[config.mk]
export PLATFORM = sky130hd
export DESIGN_NAME = fseu_ctrl
export DESIGN_NICKNAME = d
export VERILOG_FILES = /design/src/hdl/fseu_pkg.sv /design/src/hdl/fseu_ctrl.sv
export SDC_FILE = /design/constraint.sdc
export NUM_CORES = 1
export LEC_CHECK = 0
export BUFFER_PORTS_ARGS = -buffer_cell sky130_fd_sc_hd__buf_2
export CAP_MARGIN = 10
export CORE_AREA = 5 5 42 44
export DETAILED_ROUTE_END_ITERATION = 16
export DIE_AREA = 0 0 47 49
export PLACE_DENSITY = 0.47
export REMOVE_ABC_BUFFERS = 1
export SLEW_MARGIN = 0
export SYNTH_ARGS = -nofsm -noshare
export SYNTH_HDL_FRONTEND = slang
export SYNTH_SLANG_ARGS = --single-unit
[constraint.sdc]
create_clock -name clk -period 1.5 [get_ports clk]
set_input_delay 0.3 -clock clk [delete_from_list [all_inputs] [get_ports clk]]
set_output_delay 0.3 -clock clk [all_outputs]
set_load 0.02 [all_outputs]
[src/hdl/fseu_pkg.sv]
`timescale 1ns / 1ps
// ----------------------------------------------------------------------------
// fseu_pkg
// Shared constants, command and error codes, and word types for the Forth
// stack execution unit.
// ----------------------------------------------------------------------------
package fseu_pkg;

	localparam int DATA_DEPTH   = 64;
	localparam int RETURN_DEPTH = 32;
	localparam int DAW = $clog2(DATA_DEPTH);
	localparam int RAW = $clog2(RETURN_DEPTH);
	localparam int DCW = $clog2(DATA_DEPTH + 1);
	localparam int RCW = $clog2(RETURN_DEPTH + 1);

	localparam logic [31:0] TRUE_VALUE = 32'hFFFF_FFFF;
	localparam int OUTER_OFFSET = 3;

	localparam logic [5:0] CMD_LIT    = 6'd0;
	localparam logic [5:0] CMD_ADD    = 6'd1;
	localparam logic [5:0] CMD_SUB    = 6'd2;
	localparam logic [5:0] CMD_MUL    = 6'd3;
	localparam logic [5:0] CMD_DIV    = 6'd4;
	localparam logic [5:0] CMD_MOD    = 6'd5;
	localparam logic [5:0] CMD_AND    = 6'd6;
	localparam logic [5:0] CMD_OR     = 6'd7;
	localparam logic [5:0] CMD_XOR    = 6'd8;
	localparam logic [5:0] CMD_INVERT = 6'd9;
	localparam logic [5:0] CMD_LSHIFT = 6'd10;
	localparam logic [5:0] CMD_RSHIFT = 6'd11;
	localparam logic [5:0] CMD_EQ     = 6'd12;
	localparam logic [5:0] CMD_LT     = 6'd13;
	localparam logic [5:0] CMD_GT     = 6'd14;
	localparam logic [5:0] CMD_ZEQ    = 6'd15;
	localparam logic [5:0] CMD_DUP    = 6'd16;
	localparam logic [5:0] CMD_DROP   = 6'd17;
	localparam logic [5:0] CMD_SWAP   = 6'd18;
	localparam logic [5:0] CMD_OVER   = 6'd19;
	localparam logic [5:0] CMD_ROT    = 6'd20;
	localparam logic [5:0] CMD_DEPTH  = 6'd21;
	localparam logic [5:0] CMD_PICK   = 6'd22;
	localparam logic [5:0] CMD_TOR    = 6'd23;
	localparam logic [5:0] CMD_RFROM  = 6'd24;
	localparam logic [5:0] CMD_RFETCH = 6'd25;
	localparam logic [5:0] CMD_DO     = 6'd26;
	localparam logic [5:0] CMD_LOOP   = 6'd27;
	localparam logic [5:0] CMD_PLOOP  = 6'd28;
	localparam logic [5:0] CMD_I      = 6'd29;
	localparam logic [5:0] CMD_J      = 6'd30;
	localparam logic [5:0] CMD_UNLOOP = 6'd31;
	localparam logic [5:0] CMD_ZBRAN  = 6'd32;
	localparam logic [5:0] CMD_PRINT  = 6'd33;

	localparam logic [2:0] ERR_NONE    = 3'd0;
	localparam logic [2:0] ERR_DUNDER  = 3'd1;
	localparam logic [2:0] ERR_RUNDER  = 3'd2;
	localparam logic [2:0] ERR_DIVZERO = 3'd3;
	localparam logic [2:0] ERR_PICK    = 3'd4;
	localparam logic [2:0] ERR_DOVER   = 3'd5;
	localparam logic [2:0] ERR_ROVER   = 3'd6;

	typedef struct packed {
		logic [5:0]         cmd;
		logic signed [31:0] literal;
	} fseu_in_t;

	typedef struct packed {
		logic signed [31:0] top_value;
		logic               top_valid;
		logic [6:0]         data_depth;
		logic [5:0]         return_depth;
		logic               branch_taken;
		logic signed [31:0] printed_value;
		logic               printed_valid;
		logic [2:0]         error;
	} fseu_out_t;

	typedef struct packed {
		logic       accept;
		logic       cap_ops;
		logic       rd_third;
		logic       plan_ld;
		logic       div_start;
		logic       wr_en;
		logic [1:0] wr_idx;
	} fseu_ctl_t;

	typedef struct packed {
		logic need_div;
		logic div_done;
	} fseu_sts_t;

endpackage

[src/hdl/fseu_ctrl.sv]
`timescale 1ns / 1ps
// ----------------------------------------------------------------------------
// fseu_ctrl
// Sequencer: operand fetch, decode, divide wait, stack write-back, top
// read, result strobe.
// ----------------------------------------------------------------------------
module fseu_ctrl import fseu_pkg::*; (
	input  logic      clk,
	input  logic      arst_n,
	input  logic      start,
	input  fseu_sts_t sts,
	output fseu_ctl_t ctl,
	output logic      busy,
	output logic      done
);

	typedef enum logic [3:0] {
		S_IDLE, S_LOAD, S_EXEC, S_DIV, S_WR0, S_WR1, S_WR2, S_TOP, S_EMIT
	} state_t;

	state_t state_q;
	logic   busy_q;
	logic   done_q;
	logic   accept;

	assign accept = start & ~busy_q;

	always_ff @(posedge clk or negedge arst_n) begin
		if (!arst_n) begin
			state_q <= S_IDLE;
			busy_q  <= 1'b0;
			done_q  <= 1'b0;
		end else begin
			done_q <= 1'b0;
			unique case (state_q)
				S_IDLE: if (accept) begin
					state_q <= S_LOAD;
					busy_q  <= 1'b1;
				end
				S_LOAD: state_q <= S_EXEC;
				S_EXEC: state_q <= sts.need_div ? S_DIV : S_WR0;
				S_DIV:  if (sts.div_done) state_q <= S_WR0;
				S_WR0:  state_q <= S_WR1;
				S_WR1:  state_q <= S_WR2;
				S_WR2:  state_q <= S_TOP;
				S_TOP: begin
					state_q <= S_EMIT;
					done_q  <= 1'b1;
				end
				S_EMIT: begin
					state_q <= S_IDLE;
					busy_q  <= 1'b0;
				end
				default: state_q <= S_IDLE;
			endcase
		end
	end

	always_comb begin
		ctl           = '0;
		ctl.accept    = accept;
		ctl.cap_ops   = (state_q == S_LOAD);
		ctl.rd_third  = (state_q == S_LOAD);
		ctl.plan_ld   = (state_q == S_EXEC);
		ctl.div_start = (state_q == S_EXEC) && sts.need_div;
		ctl.wr_en     = (state_q == S_WR0) || (state_q == S_WR1) || (state_q == S_WR2);
		ctl.wr_idx    = (state_q == S_WR2) ? 2'd2 : ((state_q == S_WR1) ? 2'd1 : 2'd0);
	end

	assign busy = busy_q;
	assign done = done_q;

endmodule

# ---- After elaboration in Yosys (flattened, before gate mapping)
# Index checks and enable logic that the tools add are counted.
dict set report word_totals {
  regBits 6
  inputBits 5
  output_inout_bits 10
}
dict set report classes {
  eq_ne 10
  muxes 9
  bitwise 2
  reduce_logical 7
}
# cell n
set op_table {}
lappend op_table {{one-hot mux 4 bit (8 select lines)} 1}
lappend op_table {{== test 4 x 3 -> 1 bit, second input constant} 4}
lappend op_table {{== test 4 x 2 -> 1 bit, second input constant} 2}
lappend op_table {{2-to-1 mux 4 bit} 2}
lappend op_table {{== test 4 x 1 -> 1 bit, second input constant} 1}
lappend op_table {{== test 4 bit, second input constant} 1}
lappend op_table {{logical NOT 4 bit} 1}
lappend op_table {{!= test 2 bit, second input constant} 2}
lappend op_table {{AND reduction 2 bit} 2}
lappend op_table {{2-to-1 mux 1 bit} 3}
lappend op_table {{2-to-1 mux 3 bit} 1}
lappend op_table {{logical OR 1 bit} 2}
lappend op_table {{2-to-1 mux 2 bit} 1}
lappend op_table {{one-hot mux 1 bit (2 select lines)} 1}
lappend op_table {{nonzero test 2 bit} 1}
lappend op_table {{AND 1 bit} 1}
lappend op_table {{logical AND 1 bit} 1}
lappend op_table {{inverter 1 bit} 1}

# ---- Depth between registers and ports, before layout
# Gate-level depths: netlist of run 1.
dict set report depth {
  word_depth 4
  depth_mapped 4
}

# ---- Least setup slack after synthesis of run 1
# No wires, ideal clock.
dict set report synth_timing {
  path_type {flip-flop to output port}
  startpoint {register state_q[0]}
  endpoint {output ctl[3] (netlist bit)}
  t_arrival_ns 1.392
  slack_ns -0.192
  stages_incl_launch_ff 4
  path_cell_list {dfrtp_1 clkbuf_2 or2b_1 nor4_1}
}
# item line
set synth_rtl {}
lappend synth_rtl {{from (decl)} fseu_ctrl.sv:21} ;# state_t state_q;
lappend synth_rtl {{from (signal assigned)} fseu_ctrl.sv:41} ;# S_EXEC: state_q <= sts.need_div ? S_DIV : S_WR0;
lappend synth_rtl {{to (decl)} fseu_ctrl.sv:12} ;# output fseu_ctl_t ctl,

==> results of run 1 <==
-- placed cells by master (no fill, tap or decap), drive strengths merged --
cell type and n:
a221oi 1, nor2 6, nor2b 3, nand2 1, nand2b 2, o21ai 2, or2b 1, dfrtp 6
a211o 1, buf 20, or4 1, a2bb2oi 1, and4b 1, nor4 1, nor3 4, dlygate4sd3 1
inv 1, clkbuf 3, a21oi 3
-- flip-flops by register name (all words and copies together) (netlist names) --
signal	flops
state_q	4
busy	1
done	1
-- tightest hold or removal path: stages --
cell and delay [ns]:
sky130_fd_sc_hd__buf_2 0.08, sky130_fd_sc_hd__a21oi_1 0.05, sky130_fd_sc_hd__a21oi_1 0.12
-- through the flow --
| step | instances | hold slack [ns] | power (mW) | cell area (µm²) |
|---|---|---|---|---|
| after floorplan | 35 | 0.004409 | 0.6329 | 316.6 |
| after global placement | 68 | 0.1344 | 0.8488 | 429.2 |
| after detailed placement | 68 | 0.1281 | 0.8371 | 429.2 |
| after CTS | 74 | 0.3493 | 1.050 | 485.5 |
| after global routing | 75 | 0.3856 | 1.199 | 521.8 |
| final | 75 | 0.3584 | 1.111 | 521.8 |
-- cells by family (layout without fill, tap and decap cells) --
| kind of cell | after synthesis | after routing | share of synthesized area (%) |
|---|---|---|---|
| AND/OR/NAND/NOR | 20 | 20 | 32.13 |
| AO/OA/AOI/OAI | 8 | 8 | 14.80 |
| flip-flops | 6 | 6 | 43.32 |
| buffers and inverters | 6 | 25 | 9.744 |
-- per-layer routing --
| metal | GRT usage (%) | up-vias |
|---|---|---|
| met5 | 0 | - |
| met4 | 6.912 | 0 |
| met3 | 4.428 | 2 |
| met2 | 11.31 | 12 |
| met1 | 10.51 | 161 |
| li1 | - | 177 |
-- path summary, 6_finish.rpt --
kind	slack [ns]	endpoint	startpoint
setup / recovery	-0.08	ctl[4]	state_q[0]
hold / removal	0.36	busy	start
setup reg to reg	0.19	state_q[0]	state_q[0]
hold reg to reg	0.53	state_q[2]	state_q[3]
max in group asynchronous	0.94	state_q[3]	arst_n
min in group asynchronous	0.40	state_q[0]	arst_n
-- layout make-up --
cell class / count / area (µm²) / area share (%)
flip-flops and latches: 6 / 152.6 / 29.26
inverters: 1 / 3.754 / 0.7194
well taps: 16 / 20.02 / 3.837
repair buffers: 21 / 137.6 / 26.38
multi-input cells: 28 / 185.2 / 35.49
clock buffers: 3 / 22.52 / 4.317
-- power groups by stage --
stage | clock network, mW | registers [mW] | logic, mW
global route | 0.167 | 0.304 | 0.729
CTS | 0.158 | 0.288 | 0.605
global placement | 0 | 0.278 | 0.570
floorplan | 0 | 0.317 | 0.316
detailed placement | 0 | 0.282 | 0.555
finish | 0.149 | 0.295 | 0.666
-- what timing repair did --
item | in CTS | in global routing
pin swaps | 0 | 3
buffers inserted | 2 | 1
resized for setup | 2 | 9
gates cloned | 0 | 0
endpoints found under the setup margin | 7 | 6
hold buffers | 1 | 0
endpoints found under the hold margin | 6 | 0
==> reports/qor.tcl, run 1 <==
set qor(outcome) {finished, violations left}
set qor(violated_checks) {negative setup slack}
set qor(detail_route.wirelength.met1_um) 353
set qor(dr_wl_met2_um) 405
set qor(fin_nets) 66
set qor(tritoncts_clock_tree) {yes}
set qor(crit_buf_inv) 1
set qor(async_flop_share_pct) 100.0
set qor(first_iter_violations) 1
set qor(maxSlewHeadroom_pct) 81.10
set qor(initial_utilization_pct) 24.73
set qor(number_of_global_route_vias_before_repair) 323
set qor(endpoint_kind) {output port}
set qor(crit_chain) {or2b_1 > nor3_1 > buf_2}
set qor(setup_total_negative_slack_ns) -0.1696
set qor(finalClockSkew_ns) 0.005409
set qor(rr_worst_depth) 4
set qor(power.share.switching_pct) 43.51
set qor(p_leak_nw) 0.2525
set qor(worst_ep_arrival_time_ns) 1.28
set qor(num_io_pins) 15
set qor(setup_ws_ns) -0.07843
set qor(overall_global_routing_resource_usage_pct) 8.782
set qor(max_slew.worst_pin.slew_ns) 0.2814
set qor(cts_max_path_buffers) 2
set qor(clock_transition_time_at_the_flip_flop_clock_pins_of_the_worst_setup_and_hold_paths_ns) 0.05
set qor(tritoncts_num_sinks) 6
set qor(pin_count_of_the_biggest_net_entering_global_routing) 11
set qor(cpPeakStageDelay_ns) 0.39
set qor(highest_layer) {met4}
set qor(critical_path_required_ns) 1.20
set qor(rows) 14
set qor(grt-ovfl-total) 0
set qor(detailroute.wirelength.met3_um) 59
set qor(synth_enable_flop_cells) 0
set qor(post_dr_wirelength_cell_um) 11.28
set qor(slew_viol_final) 0
set qor(insertion_delay_ns) 0.25
set qor(drt_first_pass_iters) 4
set qor(power.clock.fraction_pct) 13.5
set qor(grt_first_pass_wirelength_mm) 1.359
set qor(floorplan.core_area_mm2) 0.001401
set qor(grt_antenna_before_repair) 0
set qor(share_of_the_yosys_chip_area_belonging_to_registers_pct) 43.32
set qor(max-vdd-ir-drop_mv) 0.7228
set qor(finalHoldViolations) 0
set qor(p_switching_mw) 0.4833
set qor(detail_route.wirelength_um) 846
set qor(pwr-share-comb_pct) 60.0
set qor(timing.final.setup_violations) 4
set qor(synth.area.top_cells) {sky130_fd_sc_hd__dfrtp_1 (43%), sky130_fd_sc_hd__nor2_1 (6.5%), sky130_fd_sc_hd__nor3_1 (5.8%)}
set qor(synth_common_cells) {sky130_fd_sc_hd__dfrtp_1 (6), sky130_fd_sc_hd__nor2_1 (6), sky130_fd_sc_hd__nor3_1 (4)}
set qor(num_antenna_cells) 0
set qor(floorplan.die_area_mm2) 0.002303
set qor(die_x_um) 47
set qor(post-synth-top-area-fraction_pct) 43.32
set qor(layout-area-overhead-vs-synth_pct) 50.54
set qor(post-route-min-period_ns) 1.578
set qor(rsz0062_at_grt) {true}
set qor(route.detailed.drc) 0
set qor(preCtsSetupSlack_ns) 0.1529
set qor(finish.utilization_pct) 37.23
set qor(share_seq_of_total_power_pct) 26.6
set qor(fillCellCount) 148
set qor(place_congestion) 0.7259
set qor(family_of_cells_with_the_greatest_summed_delay_on_the_critical_path) {simple AND/OR/NAND/NOR gates}
set qor(htree_num_levels) 1
set qor(syn_area_per_cell_um2) 8.665
set qor(yosys_most_used_dff) {sky130_fd_sc_hd__dfrtp_1}
set qor(power_report.internal_total_mw) 0.6276
set qor(criticalPathCategory) {flop to output port}
set qor(max_clock_freq_ghz) 0.6335
set qor(crit_cells) 3
set qor(synth.cell_area_um2) 346.6
set qor(die_outline_height_um) 49
set qor(synth_largest_area_cell) {sky130_fd_sc_hd__dfrtp_1}
set qor(ys_warn_count) 0
set qor(post-route-period-util_pct) 105.2
set qor(route.detailed.vias_per_inst) 4.693
set qor(timing.critical_path.fanout_max) 4
set qor(via_count) 352
set qor(timing.critical_path.slowest_stage_cell) {sky130_fd_sc_hd__dfrtp_1}
set qor(numCtsBuffers) 3
set qor(post_synth_num_cell_types) 19
set qor(p_per_area_mw_per_mm2) 2129
set qor(antenna_violating_nets_post_route) 0
set qor(netlist_instances) 40
set qor(final_layout_size_suffix_gt1_share_pct) 50.85
set qor(clock_tree.root_cell) {sky130_fd_sc_hd__clkbuf_4}
set qor(start_kind) {flop}
set qor(port-buffer-count) 14
set qor(max-cap-violations) 0
set qor(ys_ff_latch) 6
set qor(worst_hold_path_stage_count) 3
set qor(classification_of_the_worst_slack_hold_path) {input port to flop}
Note: power is estimated with default switching activity, not from simulation.
==> inputs of run 2 (changes only) <==
- CORE_AREA: 5 5 42 44 -> not set
- CORE_MARGIN: not set -> 2
- CORE_UTILIZATION: not set -> 25
- DIE_AREA: 0 0 47 49 -> not set
- PLACE_DENSITY: 0.47 -> not set
==> run 2 against run 1 <==
The run still ends with negative setup slack left. Sequential power fell by 2%. Flip-flop and latch count is the same. Hold slack got worse by 0.0097 ns. Fmax up 0.29%. Global-route usage up 3.9 points. Routed wire length is 2.7% lower. Largest cell class unchanged. Largest power group unchanged. Highest routed layer is now met3.
==> reports/qor.tcl, run 2 (synthesis results as in run 1) <==
set qor(rows) 13 ;# -1
set qor(slew_viol_final) 0 ;# unchanged
set qor(rr_worst_depth) 5 ;# +1
set qor(first_iter_violations) 1 ;# unchanged
set qor(post-route-min-period_ns) 1.574 ;# -0.004617 ns
set qor(final_layout_size_suffix_gt1_share_pct) 44.83 ;# -6.0 points
set qor(numCtsBuffers) 3 ;# unchanged
set qor(layout-area-overhead-vs-synth_pct) 40.79
set qor(antenna_violating_nets_post_route) 0 ;# unchanged
set qor(family_of_cells_with_the_greatest_summed_delay_on_the_critical_path) {simple AND/OR/NAND/NOR gates}
set qor(floorplan.die_area_mm2) 0.001700 ;# -26%
set qor(pwr-share-comb_pct) 58.2 ;# -1.8 points
set qor(rsz0062_at_grt) {true}
set qor(post-layout-total-power_mw) 1.042 ;# -6.2%
set qor(timing.critical_path.fanout_max) 4 ;# unchanged
set qor(setup_ws_ns) -0.07381 ;# +0.004617 ns
set qor(crit_cells) 3 ;# unchanged
set qor(timing.final.setup_violations) 2 ;# -2
set qor(fillCellCount) 156 ;# +5.4%
set qor(drt_first_pass_iters) 2 ;# -2
set qor(num_io_pins) 15 ;# unchanged
set qor(criticalPathCategory) {flop to output port}
set qor(route.detailed.drc) 0 ;# unchanged
set qor(die_x_um) 41.24 ;# -12%
set qor(share_seq_of_total_power_pct) 27.7 ;# +1.1 points
set qor(grt_first_pass_wirelength_mm) 1.311 ;# -3.5%
set qor(critical_path_required_ns) 1.20 ;# about the same
set qor(layout_commonest_cell) {sky130_fd_sc_hd__buf_2}
set qor(reg2reg_launch_point) {state_q[1]}
set qor(post-route-period-util_pct) 104.9 ;# -0.31 points
set qor(mostFrequentLayoutCells) {sky130_fd_sc_hd__buf_2 (13), sky130_fd_sc_hd__nor2_1 (6), sky130_fd_sc_hd__buf_4 (6)}
set qor(grt-ovfl-total) 0 ;# unchanged
set qor(timing.critical_path.slowest_stage_cell) {sky130_fd_sc_hd__dfrtp_1}
set qor(maxSlewHeadroom_pct) 80.33 ;# -0.77 points
set qor(die_outline_height_um) 41.24 ;# -16%
set qor(place_congestion) 0.7912 ;# +9.0%
set qor(top_register) {state_q}
set qor(number_of_global_route_vias_before_repair) 308 ;# -4.6%
set qor(insertion_delay_ns) 0.24 ;# about the same
set qor(p_leak_nw) 0.2467 ;# -2.3%
set qor(met3_usage_pct) 1.630 ;# -2.8 points
set qor(overall_global_routing_resource_usage_pct) 12.64 ;# +3.9 points
set qor(power.clock.fraction_pct) 14.0 ;# +0.5 points
set qor(ff2ff_setup_slack_ns) 0.09 ;# -0.10 ns
set qor(post_dr_wirelength_cell_um) 11.27 ;# about the same
set qor(crit_buf_inv) 1 ;# unchanged
set qor(finish.utilization_pct) 37.50 ;# +0.27 points
set qor(start_kind) {flop}
set qor(clock_transition_time_at_the_flip_flop_clock_pins_of_the_worst_setup_and_hold_paths_ns) 0.04 ;# about the same
set qor(tritoncts_num_sinks) 6 ;# unchanged
set qor(num_antenna_cells) 0 ;# unchanged
set qor(max-vdd-ir-drop_mv) 0.6478 ;# -10%
set qor(classification_of_the_worst_slack_hold_path) {input port to flop}
set qor(max_clock_freq_ghz) 0.6354 ;# +0.29%
set qor(p_switching_mw) 0.4633 ;# -4.1%
set qor(grt_antenna_before_repair) 0 ;# unchanged
set qor(floorplan.core_area_mm2) 0.001301 ;# -7.1%
set qor(cts_max_path_buffers) 2 ;# unchanged
set qor(gr-usage-met2_pct) 19.14 ;# +7.8 points
set qor(endpoint_kind) {output port}
set qor(outcome) {finished, violations left}
set qor(cpPeakStageDelay_ns) 0.38 ;# about the same
set qor(detail_route.wirelength_um) 823 ;# -2.7%
set qor(worst_setup_path_endpoint) {ctl[3]}
set qor(grt_use_met1_pct) 15.03 ;# +4.5 points
set qor(power.share.switching_pct) 44.45 ;# +0.94 points
set qor(finalClockSkew_ns) 0.001062 ;# -0.004346 ns
set qor(pin_count_of_the_biggest_net_entering_global_routing) 11 ;# unchanged
set qor(setup_total_negative_slack_ns) -0.1414 ;# +0.02814 ns
set qor(via_count) 345 ;# -2.0%
set qor(power_report.internal_total_mw) 0.5790 ;# -7.7%
set qor(worst_ep_arrival_time_ns) 1.27 ;# about the same
set qor(max_ffs_per_register) 4 ;# unchanged
set qor(crit_chain) {or2b_1 > nor4_1 > buf_2}
set qor(route.detailed.vias_per_inst) 4.726 ;# +0.70%
set qor(fin_nets) 65 ;# -1.5%
set qor(max-cap-violations) 0 ;# unchanged
set qor(startpoint_of_the_worst_setup_timing_path) {state_q[1]}
set qor(tritoncts_clock_tree) {yes}
set qor(clock_tree.root_cell) {sky130_fd_sc_hd__clkbuf_4}
set qor(htree_num_levels) 1 ;# unchanged
set qor(p_per_area_mw_per_mm2) 2136 ;# +0.32%
set qor(critical_path.reg2reg.endpoint) {state_q[0]}
set qor(finalHoldViolations) 0 ;# unchanged
set qor(max_slew.worst_pin.slew_ns) 0.2928 ;# +0.01143 ns
set qor(placed_wire_length_estimate_after_detailed_placement_um) 585.4
set qor(violated_checks) {negative setup slack}
set qor(busiest_layer) {met2}
set qor(initial_utilization_pct) 26.63 ;# +1.9 points
set qor(port-buffer-count) 14 ;# unchanged
[run 2: cell types whose count changed in the layout (fill, tap and decap cells not counted)]
cell | previous run | this run
sky130_fd_sc_hd__nor4_2 | 1 | 0
sky130_fd_sc_hd__a21oi_2 | 1 | 0
sky130_fd_sc_hd__buf_2 | 9 | 13
sky130_fd_sc_hd__nor3_1 | 3 | 4
sky130_fd_sc_hd__buf_4 | 11 | 6
sky130_fd_sc_hd__nor3_2 | 1 | 0
sky130_fd_sc_hd__nor4_1 | 0 | 1
sky130_fd_sc_hd__a21oi_1 | 2 | 3
[run 2: routing by layer]
layer	routed length (µm)	share of wire, %
met2	406	49
met1	385	47
met4	0	0
met5	0	0
met3	31	3.8
[run 2: layout make-up]
| type | count | area, µm² | share of cell area, % |
|---|---|---|---|
| flip-flops and latches | 6 | 152.6 | 31.28 |
| inverters | 1 | 3.754 | 0.7692 |
| repair buffers | 20 | 120.1 | 24.62 |
| multi-input cells | 28 | 170.2 | 34.87 |
| clock buffers | 3 | 22.52 | 4.615 |
| well taps | 15 | 18.77 | 3.846 |
[run 2: tightest hold or removal path, cell delays in order]
cell and delay, ns:
sky130_fd_sc_hd__buf_2 0.08, sky130_fd_sc_hd__a21oi_1 0.05, sky130_fd_sc_hd__a21oi_1 0.11
[run 2: how the worst min path moves through the flow]
stage | start | endpoint | slack (ns) | depth (start not counted)
floorplan | arst_n | busy | 0.004 | 0
global placement | arst_n | state_q[0] | 0.13 | 1
detailed placement | arst_n | done | 0.13 | 1
CTS | start | busy | 0.35 | 3
global route | start | busy | 0.38 | 3
finish | start | busy | 0.35 | 3
[run 2: stage by stage]
| stage | cell area, µm² | cells | hold WS [ns] | setup WS [ns] |
|---|---|---|---|---|
| 3_5_place_dp | 420.4 | 66 | 0.1267 | 0.1884 |
| 4_1_cts | 478.0 | 72 | 0.3486 | -0.06551 |
| 2_1_floorplan | 316.6 | 35 | 0.004409 | -0.2500 |
| 3_3_place_gp | 420.4 | 66 | 0.1275 | 0.1685 |
| 6_report | 488.0 | 73 | 0.3486 | -0.07381 |
| 5_1_grt | 488.0 | 73 | 0.3756 | -0.1777 |
[run 2: power groups by stage]
stage / sequential (mW) / combinational, mW / clock [mW]
after floorplan: 0.317 / 0.316 / 0
after global placement: 0.284 / 0.542 / 0
after detailed placement: 0.285 / 0.541 / 0
after CTS: 0.291 / 0.592 / 0.151
after global routing: 0.299 / 0.673 / 0.164
final: 0.289 / 0.607 / 0.146
[run 2: what timing repair did]
item	in CTS	in global routing
hold endpoints to repair	6	0
endpoints found under the setup margin	6	8
gates resized for setup	3	1
hold buffers	1	0
setup buffers	2	1
pin swaps	0	1
==> inputs of run 3 (changes only) <==
- GPL_TIMING_DRIVEN: not set -> 0
==> run 3 against run 2 <==
The flow still finishes with violations (negative setup slack). Fmax rose by 1.8%. Final cell count fell by 2.7%. Global-route usage barely moved. Power rose by 1.3%. Combinational power barely moved. Critical path depth did not move. Hold slack got worse by 0.0047 ns. Clock skew rose by 0.0031 ns. Largest power group unchanged. Critical endpoint unchanged. Largest cell class unchanged. Flip-flop and latch count did not move. Via count fell by 4.3%. Highest routed layer unchanged.
==> reports/qor.tcl, run 3 (synthesis results as in run 1) <==
set qor(criticalPathCategory) {flop to output port}
set qor(first_iter_violations) 2 ;# +1
set qor(worst_ep_arrival_time_ns) 1.25 ;# -0.02 ns
set qor(route.detailed.drc) 0 ;# unchanged
set qor(finish.utilization_pct) 38.37 ;# +0.87 points
set qor(slew_viol_final) 0 ;# unchanged
set qor(cpPeakStageDelay_ns) 0.40 ;# +0.02 ns
set qor(grt-ovfl-total) 0 ;# unchanged
set qor(num_antenna_cells) 0 ;# unchanged
set qor(max_ffs_per_register) 4 ;# unchanged
set qor(floorplan.core_area_mm2) 0.001301 ;# unchanged
set qor(route.detailed.vias_per_inst) 4.648 ;# -1.7%
set qor(timing.final.setup_violations) 2 ;# unchanged
set qor(post_dr_wirelength_cell_um) 11.85 ;# +5.1%
set qor(floorplan.die_area_mm2) 0.001700 ;# unchanged
set qor(startpoint_of_the_worst_setup_timing_path) {state_q[0]}
set qor(pin_count_of_the_biggest_net_entering_global_routing) 11 ;# unchanged
set qor(htree_num_levels) 1 ;# unchanged
set qor(overall_global_routing_resource_usage_pct) 12.67 ;# +0.028 points
set qor(preCtsSetupSlack_ns) 0.07807 ;# -0.1103 ns
set qor(clock_transition_time_at_the_flip_flop_clock_pins_of_the_worst_setup_and_hold_paths_ns) 0.05 ;# about the same
set qor(outcome) {finished, violations left}
set qor(die_x_um) 41.24 ;# unchanged
set qor(mostFrequentLayoutCells) {sky130_fd_sc_hd__buf_4 (9), sky130_fd_sc_hd__buf_2 (8), sky130_fd_sc_hd__nor2_1 (6)}
set qor(layout_commonest_cell) {sky130_fd_sc_hd__buf_4}
set qor(endpoint_kind) {output port}
set qor(grt_first_pass_wirelength_mm) 1.324 ;# +0.99%
set qor(grt_antenna_before_repair) 0 ;# unchanged
set qor(timing.critical_path.slowest_stage_cell) {sky130_fd_sc_hd__dfrtp_2}
set qor(setup_total_negative_slack_ns) -0.06895 ;# +0.07249 ns
set qor(initial_utilization_pct) 26.63 ;# unchanged
set qor(setup_ws_ns) -0.04553 ;# +0.02829 ns
set qor(classification_of_the_worst_slack_hold_path) {input port to flop}
set qor(final_layout_size_suffix_gt1_share_pct) 50.00 ;# +5.2 points
set qor(port-buffer-count) 14 ;# unchanged
set qor(timing.critical_path.fanout_max) 4 ;# unchanged
set qor(max_clock_freq_ghz) 0.6470 ;# +1.8%
set qor(die_outline_height_um) 41.24 ;# unchanged
set qor(p_per_area_mw_per_mm2) 2114 ;# -1.0%
set qor(detail_route.wirelength_um) 841 ;# +2.2%
set qor(tritoncts_clock_tree) {yes}
set qor(hold_start) {start}
set qor(rows) 13 ;# unchanged
set qor(top_register) {state_q}
set qor(place_congestion) 0.7299 ;# -7.7%
set qor(numCtsBuffers) 3 ;# unchanged
set qor(post-layout-total-power_mw) 1.055 ;# +1.3%
set qor(finalHoldViolations) 0 ;# unchanged
set qor(finalClockSkew_ns) 0.004173 ;# +0.003110 ns
set qor(via_count) 330 ;# -4.3%
set qor(num_io_pins) 15 ;# unchanged
set qor(drt_first_pass_iters) 4 ;# +2
set qor(fin_nets) 63 ;# -3.1%
set qor(post-route-min-period_ns) 1.546 ;# -0.02829 ns
set qor(rsz0062_at_grt) {true}
set qor(antenna_violating_nets_post_route) 0 ;# unchanged
set qor(cts_max_path_buffers) 2 ;# unchanged
set qor(p_leak_nw) 0.2400 ;# -2.7%
set qor(insertion_delay_ns) 0.24 ;# about the same
set qor(max-vdd-ir-drop_mv) 0.6491 ;# +0.21%
set qor(reg2reg_launch_point) {state_q[3]}
set qor(violated_checks) {negative setup slack}
set qor(post-route-period-util_pct) 103.0 ;# -1.9 points
set qor(layout-area-overhead-vs-synth_pct) 44.04
set qor(placed_wire_length_estimate_after_detailed_placement_um) 578.4 ;# -1.2%
set qor(critical_path_required_ns) 1.20 ;# about the same
set qor(clock_tree.root_cell) {sky130_fd_sc_hd__clkbuf_4}
set qor(fin_worst_hold_slack_ns) 0.3440 ;# -0.004677 ns
set qor(max-cap-violations) 0 ;# unchanged
set qor(start_kind) {flop}
set qor(tritoncts_num_sinks) 6 ;# unchanged
set qor(crit_chain) {or2b_1 > nor4_2 > buf_4}
set qor(number_of_global_route_vias_before_repair) 309 ;# +0.32%
set qor(max_slew.worst_pin.slew_ns) 0.2811 ;# -0.01167 ns
set qor(maxSlewHeadroom_pct) 81.11 ;# +0.78 points
-- run 3: per-stage QoR --
step | instance area [µm²] | std cells
after floorplan | 316.6 | 35
after global placement | 405.4 | 64
after detailed placement | 405.4 | 64
after CTS | 464.2 | 70
after global routing | 499.2 | 71
final | 499.2 | 71
-- run 3: what timing repair did --
| action | CTS | global route |
|---|---|---|
| endpoints found under the hold margin | 6 | 0 |
| resized for setup | 4 | 9 |
| setup endpoints to repair | 7 | 7 |
| gates cloned | 0 | 0 |
| hold buffers | 1 | 0 |
| setup buffers | 2 | 1 |
-- run 3: metal layers --
layer  track usage, %  wire, µm
met5                0         0
met4            9.677         0
met3            3.261        39
met2            20.31       419
met1            14.14       383
-- run 3: cell type report --
| class | instances | area (µm²) |
|---|---|---|
| Clock buffer | 3 | 22.52 |
| Fill cell | 148 | 802.0 |
| Inverter | 1 | 3.754 |
| Multi-Input combinational cell | 28 | 181.4 |
| Sequential cell | 6 | 155.1 |
| Tap cell | 15 | 18.77 |
| Timing Repair Buffer | 18 | 117.6 |
-- run 3: path summary, 6_finish.rpt --
| check | end | slack [ns] | depth (start not counted) |
|---|---|---|---|
| min | busy | 0.34 | 3 |
| min reg2reg | state_q[1] | 0.55 | 1 |
| min in group asynchronous | state_q[3] | 0.42 | 2 |
| max in group asynchronous | state_q[2] | 0.92 | 2 |
| max reg2reg | state_q[0] | 0.17 | 3 |
| max | ctl[3] | -0.05 | 3 |
-- run 3: critical path: cells and delay by family (launching register included) --
| family | cells | cell delay, ns |
|---|---|---|
| AND/OR/NAND/NOR | 2 | 0.42 |
| flip-flops | 1 | 0.40 |
| buffers and inverters | 1 | 0.18 |
-- run 3: where the power goes --
group          leakage (nW)  internal, mW  total (mW)  switching (mW)
sequential           0.0689         0.228       0.303          0.0745
clock                0.0138        0.0905       0.148          0.0573
combinational         0.157         0.267       0.605           0.338
total                 0.240         0.585        1.06           0.470
